### src/rtl/core/cau_pkg.sv
`timescale 1ns / 1ps

package cau_pkg;

  localparam int FRAC_BITS_DEF = 16;

  // Number of cells in each divider and root chain: one result bit per cell.
  localparam int STEPS = 32;

  localparam int TOL_W = 31;
  localparam logic [TOL_W-1:0] TOL_RESET = 31'd66;

  localparam logic [31:0] Q_MAX = 32'h7fff_ffff;
  localparam logic [31:0] Q_MIN = 32'h8000_0000;

  localparam logic [3:0] OP_ADD   = 4'd0;
  localparam logic [3:0] OP_SUB   = 4'd1;
  localparam logic [3:0] OP_MUL   = 4'd2;
  localparam logic [3:0] OP_DIV   = 4'd3;
  localparam logic [3:0] OP_SCALE = 4'd4;
  localparam logic [3:0] OP_RDIV  = 4'd5;
  localparam logic [3:0] OP_CONJ  = 4'd6;
  localparam logic [3:0] OP_NEG   = 4'd7;
  localparam logic [3:0] OP_MAG   = 4'd8;
  localparam logic [3:0] OP_SQRT  = 4'd9;
  localparam logic [3:0] OP_EQ    = 4'd10;

  typedef struct packed {
    logic [3:0]         operation;
    logic signed [31:0] a_re;
    logic signed [31:0] a_im;
    logic signed [31:0] b_re;
    logic signed [31:0] b_im;
  } in_t;

  typedef struct packed {
    logic signed [31:0] result_re;
    logic signed [31:0] result_im;
    logic               is_equal;
    logic               divide_by_zero;
    logic               saturated;
  } out_t;

endpackage

### src/rtl/core/cau_root_cell.sv
`timescale 1ns / 1ps

module cau_root_cell (
  input  logic        clk,
  input  logic [63:0] x_in,
  input  logic [33:0] r_in,
  input  logic [31:0] q_in,
  output logic [63:0] x_out,
  output logic [33:0] r_out,
  output logic [31:0] q_out
);

  logic [35:0] rs;
  logic [35:0] t;
  logic [35:0] diff;
  logic        ge;

  // One digit of the square root: the trial value is 4q + 1.
  assign rs   = {r_in, x_in[63:62]};
  assign t    = {2'b00, q_in, 2'b01};
  assign diff = rs - t;
  assign ge   = (rs >= t);

  always_ff @(posedge clk) begin
    x_out <= {x_in[61:0], 2'b00};
    r_out <= ge ? diff[33:0] : rs[33:0];
    q_out <= {q_in[30:0], ge};
  end

endmodule

### src/rtl/core/cau_root_chain.sv
`timescale 1ns / 1ps

module cau_root_chain (
  input  logic        clk,
  input  logic [63:0] radicand,
  output logic [31:0] root
);

  import cau_pkg::*;

  logic [63:0] x_s [STEPS+1];
  logic [33:0] r_s [STEPS+1];
  logic [31:0] q_s [STEPS+1];

  assign x_s[0] = radicand;
  assign r_s[0] = '0;
  assign q_s[0] = '0;

  for (genvar k = 0; k < STEPS; k++) begin : g_cell
    cau_root_cell u_cell (
      .clk   (clk),
      .x_in  (x_s[k]),
      .r_in  (r_s[k]),
      .q_in  (q_s[k]),
      .x_out (x_s[k+1]),
      .r_out (r_s[k+1]),
      .q_out (q_s[k+1])
    );
  end

  assign root = q_s[STEPS];

endmodule
### config.mk
export PLATFORM = sky130hd
export DESIGN_NAME = cau_root_chain
export DESIGN_NICKNAME = d
export VERILOG_FILES = /design/src/rtl/core/cau_pkg.sv /design/src/rtl/core/cau_root_cell.sv /design/src/rtl/core/cau_root_chain.sv
export SDC_FILE = /design/constraint.sdc
export NUM_CORES = 2
export LEC_CHECK = 0
export BUFFER_PORTS_ARGS = -buffer_cell sky130_fd_sc_hd__buf_2
export CAP_MARGIN = 20
export CORE_ASPECT_RATIO = 2
export CORE_MARGIN = 3
export CORE_UTILIZATION = 40
export CTS_CLUSTER_SIZE = 20
export DETAILED_ROUTE_END_ITERATION = 12
export GPL_ROUTABILITY_DRIVEN = 1
export GPL_TIMING_DRIVEN = 0
export PLACE_DENSITY_LB_ADDON = 0.1
export SETUP_SLACK_MARGIN = 0.02
export SYNTH_ARGS = -nofsm -noshare
export SYNTH_HDL_FRONTEND = slang
export SYNTH_SLANG_ARGS = --single-unit
export TNS_END_PERCENT = 5
### constraint.sdc
create_clock -name clk -period 3 [get_ports clk]
set_input_delay 0.6 -clock clk [delete_from_list [all_inputs] [get_ports clk]]
set_output_delay 0.6 -clock clk [all_outputs]
set_load 0.01 [all_outputs]
; Yosys cells after proc, flatten, opt, wreduce, memory -nomap -nowiden
; Cells that the tools add are included.
[totals]
reg_bits = 2543
in_bits = 65
word_cells = 189
[op_classes]
add_sub_neg = 31
n_lt_le_gt_ge = 32
mux = 31
[ops]
columns = operator, n
row1 = 2-to-1 mux 34 bit, 30
row2 = >= comparator 36 x 10 -> 1 bit, 1
row3 = >= comparator 36 x 11 -> 1 bit, 1
row4 = >= comparator 36 x 12 -> 1 bit, 1
row5 = >= comparator 36 x 13 -> 1 bit, 1
row6 = >= comparator 36 x 14 -> 1 bit, 1
row7 = >= comparator 36 x 15 -> 1 bit, 1
row8 = >= comparator 36 x 16 -> 1 bit, 1
row9 = >= comparator 36 x 17 -> 1 bit, 1
row10 = >= comparator 36 x 18 -> 1 bit, 1
row11 = >= comparator 36 x 19 -> 1 bit, 1
row12 = >= comparator 36 x 20 -> 1 bit, 1
row13 = >= comparator 36 x 21 -> 1 bit, 1
row14 = >= comparator 36 x 22 -> 1 bit, 1
row15 = >= comparator 36 x 23 -> 1 bit, 1
row16 = >= comparator 36 x 24 -> 1 bit, 1
row17 = >= comparator 36 x 25 -> 1 bit, 1
row18 = >= comparator 36 x 26 -> 1 bit, 1
row19 = >= comparator 36 x 27 -> 1 bit, 1
row20 = >= comparator 36 x 28 -> 1 bit, 1
row21 = >= comparator 36 x 29 -> 1 bit, 1
row22 = >= comparator 36 x 3 -> 1 bit, 1
row23 = >= comparator 36 x 30 -> 1 bit, 1
row24 = >= comparator 36 x 31 -> 1 bit, 1
row25 = 41 further kinds, 41

; Logic depth before layout (Yosys ltp)
[depth]
depth_word = 2
mapped_depth = 15

; Hierarchy
; From an unflattened synthesis, not the netlist that was laid out.
[unflattened]
cells_unflattened = 16225
area_unflattened_um2 = 161078.2
[modules_own_cells]
columns = module, n_inst, cells_per_inst, area_per_inst_um2, seq_area_each_um2
row1 = cau_root_cell, 32, 507, 5033.6, 2562.5
row2 = cau_root_chain, 1, 1, 3.8, 0.0

; Least setup slack after synthesis
; Ideal clock, no wire load.
[synth_path]
path_type = register to register
from = reg g_cell[19].u_cell.q_out[1]
to = reg g_cell[20].u_cell.r_out[10]
arrival_time_ps = 3025
required_ps = 2868
path_slack_ps = -157
stages_incl_launch_ff = 12
n_path_buf = 2
synth_period_minus_slack_ps = 3157
path_cell_list = dfxtp_1 inv_1 ha_1 o21ai_0 a2111oi_0 nor3_1 a211oi_2 a21oi_1 o41ai_2 clkbuf_1 clkbuf_1 a21oi_1
[synth_via]
elab_chain_cells = 2
[synth_rtl]
columns = item, line
row1 = start: declaration, cau_root_cell.sv:10  ; output logic [31:0] q_out
row2 = start signal: assignment, cau_root_cell.sv:27  ; q_out <= {q_in[30:0], ge};
row3 = >= comparator 36 x 22 -> 1 bit, cau_root_cell.sv:22  ; assign ge = (rs >= t);
row4 = named net g_cell[20].u_cell.ge, cau_root_cell.sv:16  ; logic ge;
row5 = 2-to-1 mux 34 bit, cau_root_cell.sv:26  ; r_out <= ge ? diff[33:0] : rs[33:0];
row6 = end signal: assignment, cau_root_cell.sv:26
row7 = end: declaration, cau_root_cell.sv:9  ; output logic [33:0] r_out,
; The timed path passes the listed nets, and every way through them passes these cells.
; A chain may end at the register's enable or synchronous reset.

; Worst setup path after layout
[layout_path]
from = reg g_cell[18].u_cell.q_out[16]
to = reg g_cell[19].u_cell.r_out[28]
[layout_via]
elab_chain_cells = 2
[layout_rtl]
columns = item, line
row1 = start: declaration, cau_root_cell.sv:10
row2 = start signal: assignment, cau_root_cell.sv:27
row3 = subtractor 34 x 21 -> 34 bit or >= comparator 36 x 21 -> 1 bit (tied branches), "cau_root_cell.sv:21, cau_root_cell.sv:22"
row4 = 2-to-1 mux 34 bit (*), cau_root_cell.sv:26
row5 = end signal: assignment, cau_root_cell.sv:26
row6 = end: declaration, cau_root_cell.sv:9
; Mark *: on every way between the ends. The rest lies on a longest branch, timed or not.

==> results.md <==
- The run finished, with violations left.
- The checks that failed: setup timing.
- The post-place instance area is 96,600 um^2.
- The internal cell power is 64,000 uW.
- For this block, the via count after detailed routing is 64,900.
- Dividing the detail-routed wire length by the instance count gives 20.3 um.
- The die width is between 300 and 400 um.
- The mux cell area share after synthesis is 0.959%.
- The number of endpoints with negative hold slack in the final report is 0.
- Measured along the y axis, the die boundary spans 686 um.
- Of the synthesized area, sequential elements account for 54.7%.
- The synthesized netlist devotes 12.5% of its cell area to compound gates.
- In this run the worst hold path is classified as register to register.
- The final worst-path cycle share is 109%.
- Counting both buffers and inverters, the worst setup path holds a total of 1.
- The tightest hold path in the finished design has a slack of 0.305 ns.
- Global routing finished with a remaining overflow of 0.
- The number of pins exceeding their max-slew limit in the final report is 0.
- The detail-routed via count per cell is about 5.1.
- The share of total power dissipated in combinational logic is between 10% and 20%.
- The number of clock sinks is 2,523.
- The number of clock buffers inserted by TritonCTS is 226.
- Headroom to the max-slew limit came out at 49.9%.
- The total of buffers placed on input and output ports is 96.
- The count of maximum capacitance violations is 0.
- The number of DRC markers after the initial detailed-route iteration is 2,697.
- The setup clock skew after layout is 0.0749 ns.
- The kind of critical path is register to register.
- The critical path goes through inv_1, ha_1, and3_2, nand4_1, or4b_4, nand3_2, nand4b_1, or4b_2, xnor2_1.
- The register-to-register setup slack is -0.26 ns.
- By area, the combinational part of the netlist is dominated by simple AND/OR/NAND/NOR gates.
- The synthesized area is 92,400 um^2.
- The deepest level of the CTS H-tree is 4.
- Per report_power, the sequential group accounts for between 40% and 50% of the total.
- The worst IR drop on VDD is 0.000584 V.
- The library cells used most frequently in the layout, excluding fill and tap cells, are sky130_fd_sc_hd__dfxtp_1, sky130_fd_sc_hd__inv_1, sky130_fd_sc_hd__nand2_1.
- The source of the worst register-to-register timing path is g_cell[18].u_cell.q_out[16].
- The number of instances in the placed design is about 12,000.
- The master cell of the clock root buffer is sky130_fd_sc_hd__clkbuf_16.
- In the final layout, the share of cells above drive strength 1 is 15.4%.
- The remaining number of nets flagged by the antenna check after routing is 0.
- The startpoint identified for the worst hold timing path is g_cell[4].u_cell.x_out[38].
- At the pin with the least slew margin, the transition time is roughly 0.75 ns.
- The initial utilization of the core area, before any placement, comes to between 40% and 50%.
- The proportion of register bits with asynchronous set or reset after synthesis is 0%.
- The source-to-sink clock delay at the later pin of the worst-skew pair is ~0.9 ns.
- The launch point of the critical path is g_cell[18].u_cell.q_out[16].
- The die covers 237,000 um^2.
- Setup violations remaining at the end of the flow were counted as 98.
- The master of the slowest instance on the critical path is sky130_fd_sc_hd__or4b_2.
- The top-level port count is 97.
- The commonest non-fill, non-tap cell in the layout is sky130_fd_sc_hd__dfxtp_1.
- After detailed routing, the number of remaining DRC violations is 0.
- Data on the critical path arrives at its endpoint at approximately 4.0 ns.
- The number of nets in the layout is 10,200.
- The number of buffers between clock root and the deepest sink is 4.
- Summed over all nets, the switching power comes to 26,600 uW.
- The number of optimization iterations in the first detailed-route pass is 6.
- After clock tree synthesis, the clock-pin slew on the worst setup and hold paths is 0.07 ns.
- The total routed wirelength is 258,000 um.
- The synthesis-to-finish area growth is 19.7%.
- STA classifies the critical path endpoint as a register.
- The data required time at the worst endpoint is roughly 3.8 ns.
- In this run, synthesis inferred 0 flip-flops with an integrated enable.
- With fillers left out, the area of the finished cells amounts to about 110,000 um^2.
- The simple-gate portion of the synthesized area is 12.6%.
- The utilization after layout is roughly half.
- At the end of routability-driven placement, the weighted congestion stood at 0.899.
- The final cell count without fillers is 12,700.
- The longest individual stage delay on the worst path is 0.73 ns.
- The type of origin of the critical path is a register.
- After layout, the minimum clock period comes to 3.26 ns.
- Once detailed placement completed, the half-perimeter wirelength came to slightly above 200,000 um.
- The first global-routing pass estimated 388,000 um of wire.
- Broken down by cell family, the worst path's largest delay share belongs to simple AND/OR/NAND/NOR gates.
- The arithmetic-cell share of the synthesized area counting full adders, half adders and majority gates is 7.61%.
- The initial antenna violation count is 5.
- For this run, the leading register cell type out of synthesis is sky130_fd_sc_hd__dfxtp_1.
- The average cell area after synthesis is 10.2 um^2.
- The ratio of total power to cell area is approximately 800 nW/um^2.
- Entering global routing, the biggest net connects 18 pins.
- The layout filler cell count is around 21,000.
- The clock network accounts for 33.6% of the total power.
- The xor and xnor area share after synthesis is under 10%.
- The static power due to leakage is ~0.05 uW.
- The post-synth net total is between 9,000 and 10,000.
- The number of global-route vias before repair is 68,300.
- For this run, the number of Yosys warnings is 0.
- Across every metal layer, demand over resource in global routing totals roughly a fifth.
- Derived from the worst setup path, the maximum achievable clock frequency is between 300 and 400 MHz.
- In the post-route analysis, the smallest setup slack over all paths is -0.258 ns.
- Setup repair after global routing could not meet its margin everywhere.
- The standard cell core area is 229,000 um^2.
- The register bit total from synthesis is 2,523.
- Synthesis instantiated 89 different standard cells from the library.
- The number of standard-cell rows in the floorplan is approximately 250.
- Of all nets on the critical path, the largest fanout is 4.
- The TritonCTS clock tree is done.
- The switching fraction of total power is 29.4%.
- The post-synthesis instance total is 9,084.
path summary, 6_finish.rpt:
path | to | depth (start not counted)
min reg2reg | g_cell[5].u_cell.x_out[40] | 0
max | g_cell[19].u_cell.r_out[28] | 9
min | g_cell[5].u_cell.x_out[40] | 0
max reg2reg | g_cell[19].u_cell.r_out[28] | 9
repair_timing:
item,4_1_cts,5_1_grt
resized for setup,753,456
endpoints found under the setup margin,911,794
endpoints found under the hold margin,65,0
cloned,0,2
pin swaps,99,93
buffers inserted,62,46
hold buffers,65,0
cells by family (layout without fill, tap and decap cells):
family / after synthesis / after routing
flops: 2523 / 2523
simple gates: 2356 / 2356
compound gates: 1853 / 1853
xor+xnor: 859 / 859
buf+inv: 850 / 1498
fa+ha+maj: 562 / 562
mux: 80 / 80
other cells: 1 / 3
power by group through the flow:
stage          registers [uW]  logic, uW  clock network (uW)
3_5_place_dp            44200      14800                   0
3_3_place_gp            44100      14700                   0
2_1_floorplan           42200      10900                   0
6_report                43700      16400               30400
5_1_grt                 44200      18100               32600
4_1_cts                 43600      15900               31500
sequential cells by signal (all words and copies together), names as in the netlist:
register / flops
g_cell.u_cell.r_out: 1003
g_cell.u_cell.q_out: 528
g_cell.u_cell.x_out: 992
area by class of cell:
type                       instances  area [um^2]  area share [%]
antenna                            2         5.00         0.00453
buffer                           145         1250            1.13
clock buffer                     291         6250            5.66
clock inverter                   112         1570            1.42
inverter                         677         2560            2.31
multi-input combinational       5711        42400            38.4
sequential                      2523        50700            45.8
tap                             3000         3750            3.39
timing repair buffer             273         2120            1.92
worst register-to-register path, stage by stage, from the launching register on:
cell	delay, ns
sky130_fd_sc_hd__dfxtp_1	0.42
sky130_fd_sc_hd__inv_1	0.08
sky130_fd_sc_hd__ha_1	0.35
sky130_fd_sc_hd__and3_2	0.24
sky130_fd_sc_hd__nand4_1	0.19
sky130_fd_sc_hd__or4b_4	0.60
sky130_fd_sc_hd__nand3_2	0.16
sky130_fd_sc_hd__nand4b_1	0.26
sky130_fd_sc_hd__or4b_2	0.74
sky130_fd_sc_hd__xnor2_1	0.15
per-layer routing:
layer	global-route usage (%)	share of wire [%]	vias up
met4	15.7	8.8	0
met3	2.21	2.4	719
met5	0	0	-
met1	16.5	30	30900
met2	45.8	59	1184
li1	-	-	32100
synth_stat cells, drive strengths merged, types with 154 or more instances:
| master | n | area share [%] |
|---|---|---|
| dfxtp | 2523 | 55 |
| inv | 676 | 2.7 |
| nand2 | 624 | 2.5 |
| nor2 | 578 | 2.3 |
| a21oi | 568 | 3.1 |
| ha | 562 | 7.6 |
| o21ai | 466 | 2.5 |
| xnor2 | 455 | 4.3 |
| xor2 | 404 | 3.8 |
| a21o | 255 | 2.1 |
| nor3 | 233 | 1.3 |
| clkbuf | 154 | 0.63 |
per-stage QoR:
step | TNS (ns) | setup slack, ns | power, uW
3_3_place_gp | -694.40 | -1.74 | 58900
5_1_grt | -37.85 | -0.364 | 94900
6_report | -8.99 | -0.258 | 90600
4_1_cts | -27.20 | -0.349 | 91000
2_1_floorplan | -3.79 | -0.134 | 53100
3_5_place_dp | -661.71 | -1.63 | 59000
Power figures use the tool's default switching activity.
